## src/design/wmg_pkg.sv

```systemverilog
// Shared types and constants for the 3x3 window morphology / gaussian filter.
// Used by the filter top level, front, queue and back end; depends on nothing.
package wmg_pkg;

    localparam int MAX_WIDTH    = 1024;
    localparam int HEIGHT_LIMIT = 1024;
    localparam int PIX_W        = 8;
    localparam int CFG_W        = 11;
    localparam int COL_W        = $clog2(MAX_WIDTH);
    localparam int ROW_W        = $clog2(HEIGHT_LIMIT);
    localparam int WIN_N        = 9;
    localparam int SUM_W        = PIX_W + 4;
    localparam int DIV_SHIFT    = 4;

    localparam logic [PIX_W-1:0] PIX_FULL  = 8'hFF;
    localparam logic [PIX_W-1:0] DECAY_SET = 8'h80;

    // Left shift per window tap: weights 1 2 1 / 2 4 2 / 1 2 1
    localparam logic [1:0] GAUSS_SHL [WIN_N] = '{
        2'd0, 2'd1, 2'd0,
        2'd1, 2'd2, 2'd1,
        2'd0, 2'd1, 2'd0
    };

    typedef enum logic [1:0] {
        MODE_ERODE  = 2'd0,
        MODE_DILATE = 2'd1,
        MODE_GAUSS  = 2'd2
    } mode_t;

    typedef enum logic [1:0] {
        REG_MODE   = 2'd0,
        REG_WIDTH  = 2'd1,
        REG_HEIGHT = 2'd2
    } reg_idx_t;

    typedef struct packed {
        logic [1:0]       mode;
        logic [CFG_W-1:0] width;
        logic [CFG_W-1:0] height;
    } cfg_t;

    // One classified window: taps indexed row * 3 + col, row 0 oldest
    typedef struct packed {
        logic [WIN_N-1:0][PIX_W-1:0] win;
        logic [PIX_W-1:0]            prior;
        logic [COL_W-1:0]            col;
        logic [ROW_W-1:0]            row;
    } qent_t;

endpackage

```

## src/design/wmg_queue.sv

```systemverilog
// Two-entry queue between the front end and the filter back end.
// Holds classified windows so each side stalls on its own; uses wmg_pkg.
module wmg_queue (
    input  logic           aclk,
    input  logic           aresetn,
    input  logic           push,
    output logic           push_ready,
    input  wmg_pkg::qent_t push_data,
    input  logic           pop,
    output logic           pop_valid,
    output wmg_pkg::qent_t pop_data
);

    wmg_pkg::qent_t ent_reg [2];
    logic           wr_ptr_reg, rd_ptr_reg;
    logic [1:0]     count_reg;

    assign push_ready = (count_reg != 2'd2);
    assign pop_valid  = (count_reg != 2'd0);
    assign pop_data   = ent_reg[rd_ptr_reg];

    always_ff @(posedge aclk) begin
        if (!aresetn) begin
            wr_ptr_reg <= 1'b0;
            rd_ptr_reg <= 1'b0;
            count_reg  <= 2'd0;
        end else begin
            if (push) begin
                wr_ptr_reg <= !wr_ptr_reg;
            end
            if (pop) begin
                rd_ptr_reg <= !rd_ptr_reg;
            end
            if (push && !pop) begin
                count_reg <= count_reg + 2'd1;
            end else if (pop && !push) begin
                count_reg <= count_reg - 2'd1;
            end
        end
    end

    always_ff @(posedge aclk) begin
        if (push) begin
            ent_reg[wr_ptr_reg] <= push_data;
        end
    end

endmodule

```

## config.mk

```make
export PLATFORM = sky130hd
export DESIGN_NAME = wmg_queue
export DESIGN_NICKNAME = d
export VERILOG_FILES = /design/src/design/wmg_pkg.sv /design/src/design/wmg_queue.sv
export SDC_FILE = /design/constraint.sdc
export NUM_CORES = 1
export LEC_CHECK = 0
export BUFFER_PORTS_ARGS = -buffer_cell sky130_fd_sc_hd__buf_2
export CAP_MARGIN = 20
export CELL_PAD_IN_SITES_DETAIL_PLACEMENT = 1
export CELL_PAD_IN_SITES_GLOBAL_PLACEMENT = 1
export CORE_MARGIN = 2
export CORE_UTILIZATION = 35
export DETAILED_ROUTE_END_ITERATION = 7
export PLACE_DENSITY_LB_ADDON = 0.15
export RECOVER_POWER = 50
export SLEW_MARGIN = 20
export SYNTH_ARGS = -nofsm -noshare
export SYNTH_HDL_FRONTEND = slang
export SYNTH_SLANG_ARGS = --single-unit
```

## constraint.sdc

```tcl
create_clock -name aclk -period 6 [get_ports aclk]
set_input_delay 1.2 -clock aclk [delete_from_list [all_inputs] [get_ports aclk]]
set_output_delay 1.2 -clock aclk [all_outputs]
set_load 0.02 [all_outputs]
```

**Word-level counts from Yosys, hierarchy flattened**

Memory sizes are Yosys's and may differ from the RTL's. A register that Yosys moved wholly into a read port is not among the register bits.
Index checks and enable logic that the tools add are counted.
Widths: inputs -> output; s select.

- Bits in registers: 4
- Bits in writable memories: 200
- Input port bits: 104
- Output and inout port bits: 102
- Word-level logic and storage cells: 21
- Memories: 1

- $add $sub $neg: 2
- Eq/ne operators: 1
- Multiplexer cells: 6
- Reduce and logical (&&, ||, !) cells: 8

Memories:

| memory | words | width | rd ports | clocked after Yosys merged registers in | write ports | line | text |
|---|---|---|---|---|---|---|---|
| ent_reg | 2 | 100 | 1 | 1 | 1 | wmg_queue.sv:14 | `wmg_pkg::qent_t ent_reg [2];` |

Operators by type and width:

| operator | number |
|---|---|
| $logic_not 1->1 | 4 |
| $mux 1 | 4 |
| $mux 2 | 2 |
| $reduce_bool 2->1 | 2 |
| $add 2x1->2 const B | 1 |
| $logic_and 1x1->1 | 2 |
| $ne 2x2->1 const B | 1 |
| $sub 2x1->2 const B | 1 |

**Longest topological paths before layout**

- Word-level depth: 4
- Mapped depth: 5
- Depth with buffers taken out: 5

**Least setup slack after synthesis**

No wires, ideal clock.

- Path kind: in2reg
- Start: input push
- End: memory ent_reg[0][0] (netlist bit), enable pin
- Library setup time: 572 ps
- Arrival time: 5583 ps
- Data required time: 5428 ps
- Setup slack: -155 ps
- Stages: 1
- Buffers on the path: 0
- Path through: nor2b_1

- Word-level cells in the longest chain between the ends: 2

Ends and longest elaborated chain:

| item | line | text |
|---|---|---|
| start, declared | wmg_queue.sv:6 | `input logic push,` |
| $mux 1 | wmg_queue.sv:43 | `if (push) begin` |
| $mux 1 (implied by the code) | wmg_queue.sv:44 | `ent_reg[wr_ptr_reg] <= push_data;` |
| end, declared | wmg_queue.sv:14 |  |

No other way between the ends.

==> impl_metrics.toml <==
[status]
outcome = "complete, but fails checks"
violations = "capacitance limit, slew limit"

[synth]
synth-simple-area-share_pct = 0.754
synth_compound_area_share_pct = 0.268
syn_area_per_cell_um2 = 22.4
synthMuxAreaShare_pct = 15.1
yosysSeqAreaShare_pct = 81.7
synthAdderAreaFrac_pct = 0.167
syn_nets = 438
netlist_area_um2 = 7470
synthesis.yosys.warnings = 0
synth.top_cells.by_area = "edfxtp_1 80%, mux2_2 15%, buf_6 1.5%"
synth_cell_types = 17
synth_top_family_by_area = "multiplexers"
synthCells = 333
synth-xor-area-share_pct = 0.352
synth_top_area_share_pct = 80.4
synth-seq-cells = 205
synth_top_cell_by_area = "edfxtp_1"

[die]
io_pins = 206
start_util_pct = 35.7
die_h_um = 150
num_rows = 53
die_width_um = 150
core-area_um2 = 21000
dieArea_um2 = 22500

[critical_path]
critPathLaunchType = "flop"
critPathKind = "flop to output port"
cp_cell_sequence = "buf_4 -> mux2_2 -> buf_2"
reg2reg_from = "wr_ptr_reg"
cp-endpoint = "pop_data[62]"
reg2reg_slack_ps = 3170
endpoint_kind = "output port"
cp.required_ps = 4800
r2r_cells = 2
critPathMaxFanout = 71
r2r_end = "ent_reg[0][62]"
cp_slowest_stage_delay_ps = 980
crit_arrival_ps = 2570
slowest_stage = "dfxtp_4"

[placed_design]
dpl.hpwl_mm = 9.85
pre_cts_ws_ps = 2670
gp_congestion = 0.711
portBuffers = 205
placed_area_um2 = 8760

[grt]
grt_pass1_vias = 4147
grt_use_total_pct = 13.0
grt_max_degree = 72
antenna_found_initial = 1
overflow = 0
grt_pass1_wl_mm = 22.5

[job]
max_cap_violations = 1

[clock_tree]
ctsResizeCount = 0
root_buffer = "clkbuf_16"
clockBufferDepth = 3
post_cts_buffers = 0
cts_buffers = 23
cts_tree = "done"
cts-htree-levels = 1
path_clk_slew_ps = 60
holdBufCountCts = 0
clk_latency_ps = 490
cts_sinks = 205

[detailed_routing]
vias = 3792
drt_pass1_iterations = 4
drc = 0
routed_wl_mm = 15.0
drt_iter0_drc = 109
final_antenna_net_count = 0
via_per_inst = 4.47
wl_per_cell_um = 17.7

[sta]
fin_ws_ps = 2230
clock_skew_ps = 7.15
worst_pin_slew_ps = 2640
fmax_mhz = 265
fin_crit_sh_pct = 62.8
max_slew_margin_pct = -75.9
setup_violations = 0
rsz0062_at_grt = "no"
final-hold-violation-count = 0
slew_viol_final = 47
min_period_ps = 3770
finalSetupTns_ps = 0

[cells_and_area]
final_area_um2 = 9410
utilization_pct = 44.9
area.growth.synth_to_final_pct = 25.9
layout-drive-gt1-share_pct = 51.7
largest_reg_flops = 200
layout.nets = 661

[pwr]
power_density_nw_per_um2 = 357
power_mw = 3.35
p_leak_nw = 3.39
peakVddDrop_uv = 186

[hold_path]
worstHoldStart = "count_reg[1]"
min_path_type = "flop to flop"
-- where the power goes --
group	total [mW]	internal [mW]	leakage [nW]	switching (mW)
Combinational	0.347	0.144	1.12	0.203
Clock	1.31	0.788	0.353	0.525
Sequential	1.69	1.66	1.92	0.0372
-- cell usage after synthesis --
| library cell | n |
|---|---|
| ha_1 | 1 |
| nand2b_1 | 1 |
| or3_1 | 1 |
| or2_2 | 1 |
| mux2_2 | 100 |
| o21a_1 | 1 |
| buf_4 | 1 |
| a21boi_1 | 1 |
| and2_1 | 4 |
| xnor2_1 | 1 |
| buf_6 | 10 |
| inv_1 | 1 |
| edfxtp_1 | 200 |
| nor2b_1 | 2 |
| dfxtp_1 | 5 |
| o21ai_0 | 1 |
| xor2_1 | 2 |
-- placed cells by master, fill, tap and decap left out, drive strengths merged --
cell type  instances
mux2             100
or3                1
o21ai              1
buf              159
clkinvlp           1
nand2b             1
or2                1
o21a               1
clkbuf            77
dfxtp              5
a21boi             1
and2               4
xnor2              1
bufinv             2
nor2b              2
xor2               2
diode              1
ha                 1
inv                2
clkinv            10
edfxtp           200
-- final cells by class --
class                      count  area (um^2)
tap                          275          344
clock buffer                  27          591
sequential                   205         6110
antenna                        1         2.50
clock inverter                14          123
fill                        2089        11500
inverter                       1         3.75
multi-input combinational    116         1240
timing repair buffer         209          991
-- worst min path at each step --
stage,endpoint,slack (ps),cells after the start
floorplan,count_reg[1],470,2
global placement,count_reg[1],480,2
detailed placement,count_reg[1],540,2
CTS,count_reg[1],550,2
global route,flop,610,2
finish,count_reg[1],570,2
-- per-layer routing --
layer / track usage (%) / wire length (um) / up-vias
met4: 3.16 / 293 / 0
met5: 0 / 0 / -
li1: - / - / 1772
met2: 21.3 / 7160 / 146
met1: 16.9 / 6330 / 1850
met3: 4.15 / 1240 / 24
-- cells by family (layout without fill, tap and decap cells) --
| logic type | count (synthesis) | count (layout) |
|---|---|---|
| simple gates | 9 | 9 |
| fa+ha+maj | 1 | 1 |
| xor+xnor | 3 | 3 |
| buf+inv | 12 | 251 |
| compound gates | 3 | 3 |
| flops | 205 | 205 |
| mux | 100 | 100 |
| other cells | 0 | 1 |
-- stage by stage --
step	hold WS, ps	std cells
5_1_grt	608	847
3_5_place_dp	544	806
4_1_cts	549	847
6_report	566	848
3_3_place_gp	481	806
2_1_floorplan	466	333
-- critical path: cells and delay by family, from the launching register on --
| family | cells | cell delay (ps) |
|---|---|---|
| flops | 1 | 980 |
| buf+inv | 2 | 660 |
| mux | 1 | 390 |
No activity file was read; power rests on OpenSTA's default activity.
