--- config.mk ---
export PLATFORM = sky130hd
export DESIGN_NAME = wmg_back
export DESIGN_NICKNAME = d
export VERILOG_FILES = /design/src/design/wmg_pkg.sv /design/src/design/wmg_back.sv
export SDC_FILE = /design/constraint.sdc
export NUM_CORES = 1
export LEC_CHECK = 0
export BUFFER_PORTS_ARGS = -buffer_cell sky130_fd_sc_hd__buf_2
export CAP_MARGIN = 30
export CORE_UTILIZATION = 51
export DETAILED_ROUTE_END_ITERATION = 6
export PLACE_DENSITY = 0.83
export SETUP_SLACK_MARGIN = 0.15
export SLEW_MARGIN = 20
export SYNTH_ARGS = -nofsm -noshare
export SYNTH_HDL_FRONTEND = slang
export SYNTH_SLANG_ARGS = --single-unit
--- constraint.sdc ---
create_clock -name aclk -period 11.9 [get_ports aclk]
set_clock_uncertainty 0.1 [all_clocks]
set_input_delay 1.19 -clock aclk [delete_from_list [all_inputs] [get_ports aclk]]
set_output_delay 1.19 -clock aclk [all_outputs]
set_load 0.02 [all_outputs]
--- src/design/wmg_pkg.sv ---
// Shared types and constants for the 3x3 window morphology / gaussian filter.
// Used by the filter top level, front, queue and back end; depends on nothing.
package wmg_pkg;

    localparam int MAX_WIDTH    = 1024;
    localparam int HEIGHT_LIMIT = 1024;
    localparam int PIX_W        = 8;
    localparam int CFG_W        = 11;
    localparam int COL_W        = $clog2(MAX_WIDTH);
    localparam int ROW_W        = $clog2(HEIGHT_LIMIT);
    localparam int WIN_N        = 9;
    localparam int SUM_W        = PIX_W + 4;
    localparam int DIV_SHIFT    = 4;

    localparam logic [PIX_W-1:0] PIX_FULL  = 8'hFF;
    localparam logic [PIX_W-1:0] DECAY_SET = 8'h80;

    // Left shift per window tap: weights 1 2 1 / 2 4 2 / 1 2 1
    localparam logic [1:0] GAUSS_SHL [WIN_N] = '{
        2'd0, 2'd1, 2'd0,
        2'd1, 2'd2, 2'd1,
        2'd0, 2'd1, 2'd0
    };

    typedef enum logic [1:0] {
        MODE_ERODE  = 2'd0,
        MODE_DILATE = 2'd1,
        MODE_GAUSS  = 2'd2
    } mode_t;

    typedef enum logic [1:0] {
        REG_MODE   = 2'd0,
        REG_WIDTH  = 2'd1,
        REG_HEIGHT = 2'd2
    } reg_idx_t;

    typedef struct packed {
        logic [1:0]       mode;
        logic [CFG_W-1:0] width;
        logic [CFG_W-1:0] height;
    } cfg_t;

    // One classified window: taps indexed row * 3 + col, row 0 oldest
    typedef struct packed {
        logic [WIN_N-1:0][PIX_W-1:0] win;
        logic [PIX_W-1:0]            prior;
        logic [COL_W-1:0]            col;
        logic [ROW_W-1:0]            row;
    } qent_t;

endpackage

--- src/design/wmg_back.sv ---
// Back end: evaluates erode, layered dilate or gaussian on a queued window.
// Drives the registered result stage; uses wmg_pkg.
module wmg_back (
    input  logic                      aclk,
    input  logic                      aresetn,
    input  logic [1:0]                mode,
    input  logic                      q_valid,
    output logic                      q_pop,
    input  wmg_pkg::qent_t            q_data,
    output logic                      out_valid,
    input  logic                      out_ready,
    output logic [wmg_pkg::PIX_W-1:0] out_value,
    output logic [wmg_pkg::COL_W-1:0] out_col,
    output logic [wmg_pkg::ROW_W-1:0] out_row
);

    logic                      out_valid_reg;
    logic [wmg_pkg::PIX_W-1:0] value_reg, value_next;
    logic [wmg_pkg::COL_W-1:0] col_reg;
    logic [wmg_pkg::ROW_W-1:0] row_reg;
    logic [wmg_pkg::SUM_W-1:0] sum;
    logic                      any_zero, any_set;

    assign q_pop = q_valid && (!out_valid_reg || out_ready);

    always_comb begin
        sum      = '0;
        any_zero = 1'b0;
        any_set  = 1'b0;
        for (int k = 0; k < wmg_pkg::WIN_N; k++) begin
            if (q_data.win[k] == '0) begin
                any_zero = 1'b1;
            end else begin
                any_set = 1'b1;
            end
            sum = sum + (wmg_pkg::SUM_W'(q_data.win[k]) << wmg_pkg::GAUSS_SHL[k]);
        end
    end

    always_comb begin
        case (mode)
            wmg_pkg::MODE_ERODE: begin
                value_next = any_zero ? '0 : wmg_pkg::PIX_FULL;
            end
            wmg_pkg::MODE_DILATE: begin
                value_next = (q_data.prior >> 1) | (any_set ? wmg_pkg::DECAY_SET : '0);
            end
            default: begin
                // unused mode code falls through to gaussian
                value_next = sum[wmg_pkg::DIV_SHIFT +: wmg_pkg::PIX_W];
            end
        endcase
    end

    always_ff @(posedge aclk) begin
        if (!aresetn) begin
            out_valid_reg <= 1'b0;
        end else if (q_pop) begin
            out_valid_reg <= 1'b1;
        end else if (out_ready) begin
            out_valid_reg <= 1'b0;
        end
    end

    always_ff @(posedge aclk) begin
        if (q_pop) begin
            value_reg <= value_next;
            col_reg   <= q_data.col;
            row_reg   <= q_data.row;
        end
    end

    assign out_valid = out_valid_reg;
    assign out_value = value_reg;
    assign out_col   = col_reg;
    assign out_row   = row_reg;

endmodule

Yosys cells after proc, flatten, opt, wreduce, memory -nomap -nowiden --
Index checks and enable logic that the tools add are counted.
Storage, ports and cells: register bits after elaboration 29, latch bits 0, bits in writable memories 0, ROM bits 0, input bits 106, output and inout bits 30, memories 0
Cells by class: add/subtract/negate cells 8, multiply operators 0, div/mod/pow operators 0, magnitude comparators 0, equal/unequal tests 1, shift-type cells 0, muxes and demuxes 23, bitwise logic cells 1, reductions and logical operators 14
Operators with widths (number):
- $logic_not 8->1 | 9
- $add 12x8->12 | 2
- $add 12x9->12 | 2
- $mux 1 | 20
- $mux 8 | 2
- $pmux 8 s2 | 1
- $add 11x9->12 | 1
- $add 12x10->12 | 1
- $add 10x8->11 | 1
- $add 8x9->10 | 1
- $or 7x8->8 | 1
- $eq 2x1->1 const B | 1
- $logic_not 2->1 | 1
- $reduce_bool 2->1 | 1
- $logic_and 1x1->1 | 1
- $logic_not 1->1 | 1
- $logic_or 1x1->1 | 1

Logic depth before layout (Yosys ltp) --
Gate-level depths: netlist of run 1.
word-level depth 13, gate-level depth with buffers 14

Worst setup path after synthesis of run 1 --
No wires, ideal clock.
path kind input port to flip-flop, from input q_data[32] (netlist bit), to register value_reg, in the netlist out_value[7], data pin, library setup time 0.261 ns, data arrival time 5.000 ns, required time 11.539 ns, setup slack 6.539 ns, stages on the path 14, path buffers 0, cell sequence inv_1 > fa_1 > inv_1 > fa_1 > fa_1 > inv_1 > fa_1 > inv_1 > fa_1 > a21o_1 > a221oi_1 > o21ai_1 > xor2_1 > a221o_1
On the way: longest elaborated chain between the ends 13, elaborated cells on any way between the ends 31
Ends and longest elaborated chain:
- start, declared | RTL line wmg_back.sv:9 | input wmg_pkg::qent_t q_data,
- parallel branches: the longest is 12 deep, another holds $add 11x9->12
- $pmux 8 s2 (*) | RTL line wmg_back.sv:41 | case (mode)
- net value_next, one bit | RTL line wmg_back.sv:18 | logic [wmg_pkg::PIX_W-1:0] value_reg, value_next;
- end signal, assigned | RTL line wmg_back.sv:67 | value_reg <= value_next;
- end, declared | RTL line wmg_back.sv:18
Mark *: on every way through the listed nets, which the timed path passes. A chain may end at the register's enable or synchronous reset.

Worst setup path in the final report of run 1 --
Ends and elaborated chain as after synthesis.

==> flow_metrics.env, run 1 <==
export IMPL_status="completed"
export IMPL_vias=2382
export IMPL_gp_congestion=0.958
export IMPL_crit_path_start_kind="input port"
export IMPL_fp_dieW_microns=77.2
export IMPL_clk_pin_slew_worst_paths_ns=0.06
export IMPL_dieArea_sq_um=5950
export IMPL_end_kind="flip-flop"
export IMPL_grt_first_pass_wirelength_microns=11800
export IMPL_die_h_microns=77.2
export IMPL_slew_violations=0
export IMPL_fin_setup_tns_ns=0
export IMPL_cts_setup_buffers=0
export IMPL_rsz0062_at_grt="no"
export IMPL_max_slew_margin_rel=0.376
export IMPL_synth_common_cells="86 x inv_1, 52 x fa_1, 28 x edfxtp_1"
export IMPL_avgSynthCellArea_sq_um=11.3
export IMPL_grt_pass1_vias=2647
export IMPL_synth_area_leaders="fa_1 36%, edfxtp_1 29%, inv_1 11%"
export IMPL_cts_tree="yes"
export IMPL_hold_path_class="reg2reg"
export IMPL_finalHoldViolCount=0
export IMPL_setup_viol=0
export IMPL_ys_flop_type="edfxtp_1"
export IMPL_yosys_cell_count_top_type="inv_1"
export IMPL_wirelength_microns=7250
export IMPL_drtPass1Iterations=4
export IMPL_route_detailed_drc=0
export IMPL_synthDominantCellAreaShare=0.361
export IMPL_worstMarginPinSlew_ns=0.929
export IMPL_antenna_found_initial=0
export IMPL_grt_usage=0.263
export IMPL_fmax_ghz=0.183
export IMPL_drtAntennaViolNets=0
export IMPL_layout_worst_path_cycle_share=0.458
export IMPL_core_area_sq_um=5270
export IMPL_drtIter0Drc=114
export IMPL_start_util=0.547
export IMPL_crit_fanout=2
export IMPL_insertedDiodeCount=0
export IMPL_ys_types=30
export IMPL_synthArstFlopShare=0
export IMPL_root_buffer="clkbuf_8"
export IMPL_drive_gt1_frac=0.369
export IMPL_reg2reg_slack_ns=10.55
export IMPL_cp_arrival_ns=5.38
export IMPL_yosys_warnings=0
export IMPL_area_delta_synth_final_pct=29.4
export IMPL_synth_nets=425
export IMPL_wire_per_inst_microns=15.6
export IMPL_leakage_nw=1.94
export IMPL_yosysTopAreaCell="fa_1"
export IMPL_seqCellArea_sq_um=861
export IMPL_overflow=0
export IMPL_routed_via_density=5.11
export IMPL_hold_buffers=0
export IMPL_synth_seq_area_share=0.299
export IMPL_required_ns=11.83
export IMPL_portBuffers=134
export IMPL_period_minus_slack_ns=5.45
export IMPL_maxCapViolations=0
export IMPL_powerDensity_nw_per_um2=201
export IMPL_synth_edf_count=28
export IMPL_worstSetupPathType="in2reg"
export IMPL_syn_cell_area_sq_um=2880
export IMPL_cts_inserted_buffers=5
export IMPL_ioPinCount=136
export IMPL_ys_seq_elements=29
export IMPL_holdWs_ns=0.560
export IMPL_rows=26
export IMPL_htree_levels=2
export IMPL_cts_buffer_depth=2
export IMPL_worstSkewPairLatency_ns=0.28
export IMPL_fillCellCount=410
export IMPL_fin_nets=566
export IMPL_cts_sinks=29
export IMPL_post_cts_resized=0
export IMPL_vdd_drop_max_uv=247
export IMPL_grt_max_degree=30
export IMPL_dpl_hpwl_microns=6390
export IMPL_synthCells=254
export IMPL_multi_input_area_sq_um=1690
==> metrics by stage <==
stage / setup WS (ns) / utilization / instance area [sq um] / std cells / power [mW]
after floorplan: 6.54 / - / 2880 / 254 / 0.544
after global placement: 6.12 / 0.691 / 3640 / 457 / 0.641
after detailed placement: 5.93 / 0.691 / 3640 / 457 / 0.670
after CTS: 6.15 / 0.706 / 3720 / 465 / 0.751
after global routing: 6.31 / 0.707 / 3730 / 466 / 0.829
final: 6.45 / 0.707 / 3730 / 466 / 0.751
==> area by class of cell <==
cell class,count,area share
tap,70,0.0235
clock buffer,5,0.0185
clock inverter,3,0.00336
inverter,86,0.0866
multi-input combinational,137,0.454
sequential,29,0.231
timing repair buffer,136,0.183
==> kinds of logic after synthesis <==
logic type                 synth area share
AOI/OAI and AO/OA                    0.0621
xor gates and xnor gates             0.0213
adders and majority gates             0.418
buffers and inverters                 0.115
DFF                                   0.299
and+or+nand+nor                      0.0851
==> critical path, stage by stage <==
cell      delay (ns)
buf_2           0.10
inv_1           0.07
fa_1            0.54
inv_1           0.06
fa_1            0.50
fa_1            0.55
inv_1           0.06
fa_1            0.53
inv_1           0.07
fa_1            0.47
a21o_1          0.23
a221oi_1        0.40
o21ai_1         0.14
xor2_1          0.18
a221o_1         0.30
==> layer usage <==
layer / up-vias / global-route usage / share of wire
met1: 1175 / 0.291 / 0.35
met4: 0 / 0.0736 / 0.011
li1: 1097 / - / -
met2: 100 / 0.512 / 0.58
met5: - / 0 / 0
met3: 10 / 0.0405 / 0.056
==> final timing paths <==
kind               from      endpoint  cells after the start
max          q_data[32]  out_value[7]                     15
min reg2reg   out_valid     out_valid                      2
max reg2reg   out_valid    out_col[6]                      3
min           out_valid     out_valid                      2
==> placed cells by master (no fill, tap or decap) <==
cell / instances
clkbuf_8: 5
inv_1: 86
nor3_1: 2
buf_4: 1
and2_1: 2
o21a_1: 1
a21o_1: 3
nor2b_2: 1
o41ai_1: 1
a221oi_1: 1
nand4_1: 2
dfxtp_1: 1
nor2b_1: 2
ha_1: 13
or4_1: 2
nor4_1: 17
a31oi_1: 1
a21oi_1: 4
clkbuf_2: 1
and3_2: 1
nand3_1: 1
buf_2: 134
nand2_1: 10
fa_1: 52
o21ai_0: 1
clkinv_2: 1
xnor2_1: 4
edfxtp_1: 28
clkinv_1: 2
a221oi_2: 1
nor2_1: 2
nor4_2: 1
xor2_1: 3
a221o_1: 8
o21ai_1: 1
==> where the power goes <==
| part | switching (mW) | total [mW] | internal [mW] |
|---|---|---|---|
| logic | 0.289 | 0.532 | 0.243 |
| clock network | 0.0351 | 0.0743 | 0.0392 |
| registers | 0.00397 | 0.145 | 0.141 |
| total | 0.328 | 0.751 | 0.422 |
Power figures use the tool's default switching activity.
==> run 2: changes to the inputs <==
--- a/config.mk
+++ b/config.mk
@@ -5,11 +5,12 @@
 export SDC_FILE = /design/constraint.sdc
 export NUM_CORES = 1
 export LEC_CHECK = 0
+export ABC_AREA = 1
 export BUFFER_PORTS_ARGS = -buffer_cell sky130_fd_sc_hd__buf_2
 export CAP_MARGIN = 30
-export CORE_UTILIZATION = 51
+export CORE_UTILIZATION = 49
 export DETAILED_ROUTE_END_ITERATION = 6
-export PLACE_DENSITY = 0.83
+export PLACE_DENSITY = 0.78
 export SETUP_SLACK_MARGIN = 0.15
 export SLEW_MARGIN = 20
 export SYNTH_ARGS = -nofsm -noshare
==> constraint.sdc (replaced) <==
create_clock -name aclk -period 5.1 [get_ports aclk]
set_clock_uncertainty 0.1 [all_clocks]
set_input_delay 0.51 -clock aclk [delete_from_list [all_inputs] [get_ports aclk]]
set_output_delay 0.51 -clock aclk [all_outputs]
set_load 0.02 [all_outputs]
==> run 2 against run 1 <==
Register-to-register slack lost 7.0 ns. Sequential share of layout area shrank 1.7 points. Clock power grew 130%. Worst setup slack lost 5.4 ns. Global-route usage shrank 2.1 points. Worst hold slack lost 0.25 ns. Routed wire length grew 3.9%. Largest cell class unchanged. Highest routed layer unchanged.
==> flow_metrics.env, run 2 <==
export IMPL_grt_max_degree=22
export IMPL_yosys_cell_count_top_type="inv_1"
export IMPL_fmax_ghz=0.244
export IMPL_final_cell_mix="134 x buf_2, 110 x inv_1, 61 x nand2_1"
export IMPL_htree_levels=2
export IMPL_crit_fanout=4
export IMPL_ys_flop_type="edfxtp_1"
export IMPL_holdWs_ns=0.306
export IMPL_rr_endpoint="out_col[0]"
export IMPL_synth_area_leaders="fa_1 33%, edfxtp_1 26%, inv_1 13%"
export IMPL_drtIter0Drc=97
export IMPL_worstSetupPathType="in2reg"
export IMPL_post_cts_resized=0
export IMPL_hold_path_class="in2reg"
export IMPL_routed_via_density=4.79
export IMPL_synth_nets=540
export IMPL_end_kind="flip-flop"
export IMPL_cts_sinks=29
export IMPL_cts_setup_buffers=0
export IMPL_fillCellCount=544
export IMPL_r2r_cells=2
export IMPL_die_h_microns=82.5
export IMPL_r2r_start="out_valid"
export IMPL_maxCapViolations=0
export IMPL_drive_gt1_frac=0.285
export IMPL_crit_path_start_kind="input port"
export IMPL_reg2reg_slack_ns=3.53
export IMPL_ioPinCount=136
export IMPL_ys_types=20
export IMPL_required_ns=5.03
export IMPL_ys_seq_elements=29
export IMPL_yosysTopAreaCell="fa_1"
export IMPL_grt_pass1_vias=2895
export IMPL_overflow=0
export IMPL_core_area_sq_um=6100
export IMPL_vdd_drop_max_uv=400
export IMPL_grt_first_pass_wirelength_microns=12100
export IMPL_fin_nets=682
export IMPL_route_detailed_drc=0
export IMPL_final_common_cell="buf_2"
export IMPL_wirelength_microns=7540
export IMPL_final_util=0.661
export IMPL_start_util=0.521
export IMPL_portBuffers=134
export IMPL_dieArea_sq_um=6800
export IMPL_fp_dieW_microns=82.5
export IMPL_max_slew_margin_rel=0.648
export IMPL_grt_usage=0.242
export IMPL_min_to="out_col[6]"
export IMPL_synth_common_cells="110 x inv_1, 61 x nand2_1, 60 x nor2_1"
export IMPL_insertedDiodeCount=0
export IMPL_wire_per_inst_microns=12.8
export IMPL_period_minus_slack_ns=4.09
export IMPL_synth_edf_count=28
export IMPL_rsz0062_at_grt="no"
export IMPL_cts_buffer_depth=2
export IMPL_avgSynthCellArea_sq_um=8.60
export IMPL_worstSkewPairLatency_ns=0.28
export IMPL_synth_seq_area_share=0.271
export IMPL_worstMarginPinSlew_ns=0.528
export IMPL_antenna_found_initial=0
export IMPL_hold_depth=1
export IMPL_root_buffer="clkbuf_8"
export IMPL_cts_inserted_buffers=5
export IMPL_clk_pin_slew_worst_paths_ns=0.06
export IMPL_drtPass1Iterations=4
export IMPL_min_from="q_data[16]"
export IMPL_gp_congestion=0.917
export IMPL_fin_setup_tns_ns=0
export IMPL_synthCells=369
export IMPL_dpl_hpwl_microns=6840
export IMPL_design_power_total_mw=1.77
export IMPL_synthArstFlopShare=0
export IMPL_dpl_cell_count=579
export IMPL_powerDensity_nw_per_um2=439
export IMPL_cp_arrival_ns=4.02
export IMPL_slew_violations=0
export IMPL_synthDominantCellAreaShare=0.328
export IMPL_drtAntennaViolNets=0
export IMPL_status="completed"
export IMPL_setup_viol=0
export IMPL_rows=28
export IMPL_layout_worst_path_cycle_share=0.802
export IMPL_leakage_nw=2.21
export IMPL_finalNonFillerCells=587
export IMPL_yosys_warnings=0
export IMPL_cts_tree="yes"
export IMPL_vias=2809
export IMPL_finalHoldViolCount=0
export IMPL_hold_buffers=0
export IMPL_syn_cell_area_sq_um=3170
export IMPL_area_delta_synth_final_pct=27.0
run 2: cell count changes after synthesis, sizes merged, moves of 3 or more:
cell and delta:
nand2 +53, xnor2 -4, nor2 +59, nor4 -18, a221o -8, inv +24
nand3 +21, a21oi +3, xor2 -3, nor2b -3
run 2: power breakdown:
part           switching, mW  internal, mW  total, mW
registers            0.00976         0.322      0.332
logic                  0.775         0.489       1.26
clock network         0.0818        0.0914      0.173
run 2: worst max-delay path by stage:
stage                         to       start  cells after the start
floorplan           out_value[7]  q_data[31]                     17
global placement    out_value[7]  q_data[31]                     18
detailed placement  out_value[7]  q_data[31]                     18
CTS                 out_value[7]  q_data[31]                     18
global route        out_value[7]  q_data[31]                     18
finish              out_value[7]  q_data[32]                     16
run 2: logic make-up (layout without fill, tap and decap cells):
kind of cell | after synthesis | in the layout | synth area share
AND/OR/NAND/NOR | 151 | 151 | 0.196
buffers and inverters | 111 | 254 | 0.131
adder cells (fa/ha/maj) | 65 | 65 | 0.379
flip-flops | 29 | 29 | 0.271
AO/OA/AOI/OAI | 13 | 13 | 0.0229
run 2: routing by layer:
metal	global-route usage	vias up	wire, microns
li1	-	1369	-
met1	0.279	1327	2880
met2	0.456	95	4140
met3	0.0319	18	356
met4	0.0860	0	157
met5	0	-	0
run 2: worst max-delay path, cell delays in order:
cell     delay [ns]
buf_2          0.09
inv_1          0.05
fa_1           0.54
inv_1          0.06
fa_1           0.50
fa_1           0.56
inv_1          0.06
fa_1           0.52
inv_1          0.07
fa_1           0.49
nand3_1        0.11
nand3_1        0.12
nand3_1        0.11
nand3_1        0.07
nand3_1        0.08
nand3_1        0.07
run 2: stage by stage:
step	cell area, sq um	setup WS (ns)
floorplan	3170	0.997
global route	4030	0.731
detailed placement	3950	0.721
CTS	4030	1.02
global placement	3950	0.743
finish	4030	1.01
run 2: final cells by class:
class                           count  area [sq um]  share of cell area
Clock inverter                      3          12.5             0.00310
Tap cell                           75          93.8              0.0233
Inverter                          111           417               0.103
Clock buffer                        5          68.8              0.0171
Multi-Input combinational cell    229          1900               0.471
Timing Repair Buffer              135           678               0.168
Sequential cell                    29           861               0.214
==> run 3: changes to the inputs <==
--- a/config.mk
+++ b/config.mk
@@ -8,9 +8,9 @@
 export ABC_AREA = 1
 export BUFFER_PORTS_ARGS = -buffer_cell sky130_fd_sc_hd__buf_2
 export CAP_MARGIN = 30
-export CORE_UTILIZATION = 49
+export CORE_UTILIZATION = 44
 export DETAILED_ROUTE_END_ITERATION = 6
-export PLACE_DENSITY = 0.78
+export PLACE_DENSITY = 0.74
 export SETUP_SLACK_MARGIN = 0.15
 export SLEW_MARGIN = 20
 export SYNTH_ARGS = -nofsm -noshare
==> constraint.sdc (replaced) <==
create_clock -name aclk -period 3.3 [get_ports aclk]
set_clock_uncertainty 0.1 [all_clocks]
set_input_delay 0.33 -clock aclk [delete_from_list [all_inputs] [get_ports aclk]]
set_output_delay 0.33 -clock aclk [all_outputs]
set_load 0.02 [all_outputs]
==> run 3 against run 2 <==
The run now ends with setup timing left. Clock-buffer cell count rose by 1. Power rose by 100%. Register-to-register slack got worse by 1.7 ns. Die area rose by 11%. Sequential share of layout area fell by 2.2 points. First-iteration DRC count fell by 5.2%. Critical path type unchanged. Critical endpoint unchanged. Largest cell class unchanged.
==> flow_metrics.env, run 3 (same netlist as run 2, synthesis figures left out) <==
export IMPL_status="complete, but fails checks"
export IMPL_violations="setup timing"
export IMPL_worstMarginPinSlew_ns=0.429
export IMPL_start_util=0.462
export IMPL_clk_pin_slew_worst_paths_ns=0.06
export IMPL_rsz0062_at_grt="yes"
export IMPL_clockPowerShare=0.074
export IMPL_antenna_found_initial=0
export IMPL_cp_top_family="adder cells"
export IMPL_cpMostUsedCell="nand3_2"
export IMPL_gp_congestion=0.922
export IMPL_powerDensity_nw_per_um2=797
export IMPL_core_area_sq_um=6870
export IMPL_wire_per_inst_microns=12.4
export IMPL_crit_path_start_kind="input port"
export IMPL_drtIter0Drc=92
export IMPL_critPathSlowestCell="fa_1"
export IMPL_grt_pass1_vias=3081
export IMPL_crit_fanout=3
export IMPL_critPathMaxStageDelay_ns=0.53
export IMPL_overflow=0
export IMPL_htree_levels=2
export IMPL_fillCellCount=591
export IMPL_seqPwrFrac=0.144
export IMPL_pre_cts_slack_ns=-0.692
export IMPL_vdd_drop_max_uv=642
export IMPL_ioPinCount=136
export IMPL_dpl_hpwl_microns=6980
export IMPL_end_kind="flip-flop"
export IMPL_portBuffers=134
export IMPL_finalHoldViolCount=0
export IMPL_die_h_microns=86.9
export IMPL_max_slew_margin_rel=0.713
export IMPL_crit_buf_inv=5
export IMPL_worstSetupPathType="in2reg"
export IMPL_cts_buffer_depth=2
export IMPL_vias=2936
export IMPL_wirelength_microns=7980
export IMPL_rows=30
export IMPL_period_minus_slack_ns=3.60
export IMPL_insertedDiodeCount=0
export IMPL_area_delta_synth_final_pct=41.3
export IMPL_drtPass1Iterations=4
export IMPL_dieArea_sq_um=7560
export IMPL_grt_max_degree=26
export IMPL_fin_setup_tns_ns=-2.01
export IMPL_p_int_mw=1.92
export IMPL_cts_sinks=29
export IMPL_cp_arrival_ns=3.52
export IMPL_hold_path_class="in2reg"
export IMPL_switchingPower_mw=1.66
export IMPL_swShare=0.463
export IMPL_cts_inserted_buffers=5
export IMPL_layout_worst_path_cycle_share=1.09
export IMPL_final_common_cell="buf_2"
export IMPL_fin_nets=716
export IMPL_cts_tree="yes"
export IMPL_routed_via_density=4.58
export IMPL_final_util=0.653
export IMPL_crit_chain="buf_8, inv_4, fa_1, inv_1, fa_1, fa_1, inv_2, fa_1, nor2_2, nand2_1, inv_2, fa_2, nand3_2, nand3_2, nand3_2, nand3_2, nand3_2, nand3_2"
export IMPL_slew_violations=0
export IMPL_grt_first_pass_wirelength_microns=13000
export IMPL_fmax_ghz=0.278
export IMPL_leakage_nw=2.39
export IMPL_setup_viol=8
export IMPL_worstSkewPairLatency_ns=0.28
export IMPL_p_comb_frac=0.782
export IMPL_drive_gt1_frac=0.404
export IMPL_final_cell_mix="128 x buf_2, 92 x inv_1, 57 x nand2_1, 57 x nor2_1, 49 x fa_1"
export IMPL_maxCapViolations=0
export IMPL_root_buffer="clkbuf_8"
export IMPL_layout_setup_ws_ns=-0.295
export IMPL_grt_usage=0.226
export IMPL_required_ns=3.22
export IMPL_fp_dieW_microns=86.9
export IMPL_drtAntennaViolNets=0
export IMPL_route_detailed_drc=0
-- run 3: cell count changes in the layout (fill, tap and decap cells not counted), sizes merged --
cell	delta
clkinv	-2
buf	+34
clkbuf	+1
-- run 3: worst paths after layout --
check / startpoint / endpoint / slack, ns / cells past startpoint
min reg2reg: out_valid / out_valid / 0.40 / 2
max: q_data[31] / out_value[7] / -0.30 / 18
min: q_data[9] / out_row[9] / 0.12 / 1
max reg2reg: out_valid / out_row[0] / 1.86 / 2
-- run 3: what timing repair did --
item	4_1_cts	5_1_grt
hold buffers	0	0
setup buffers	3	2
setup endpoints to repair	8	8
pin swaps	27	4
resized for setup	26	7
-- run 3: metrics by stage --
stage / area, sq um / power [mW] / cells / hold slack [ns]
2_1_floorplan: 3270 / 2.27 / 369 / 0.329
3_3_place_gp: 4290 / 2.95 / 629 / 0.383
3_5_place_dp: 4290 / 3.05 / 629 / 0.395
4_1_cts: 4440 / 3.45 / 639 / 0.118
5_1_grt: 4490 / 3.96 / 641 / 0.121
6_report: 4490 / 3.58 / 641 / 0.125
-- run 3: final cells by class --
class | instances | area [sq um] | share of cell area
multi-input cells | 229 | 2020 | 0.449
clock inverters | 1 | 3.75 | 0.000837
clock buffers | 6 | 72.6 | 0.0162
well taps | 96 | 120 | 0.0268
inverters | 111 | 439 | 0.0979
repair buffers | 169 | 975 | 0.217
flip-flops and latches | 29 | 861 | 0.192
-- run 3: power by group through the flow --
| stage | Sequential (mW) | Combinational (mW) | Clock [mW] |
|---|---|---|---|
| after floorplan | 0.602 | 1.67 | 0 |
| after global placement | 0.518 | 2.44 | 0 |
| after detailed placement | 0.524 | 2.53 | 0 |
| after CTS | 0.517 | 2.67 | 0.269 |
| after global routing | 0.524 | 3.15 | 0.282 |
| final | 0.515 | 2.80 | 0.264 |
-- run 3: layer usage --
layer,GRT usage,vias up,routed length (microns)
li1,-,1436,-
met1,0.263,1391,3100
met2,0.435,89,4380
met3,0.0275,20,341
met4,0.0576,0,161
met5,0,-,0
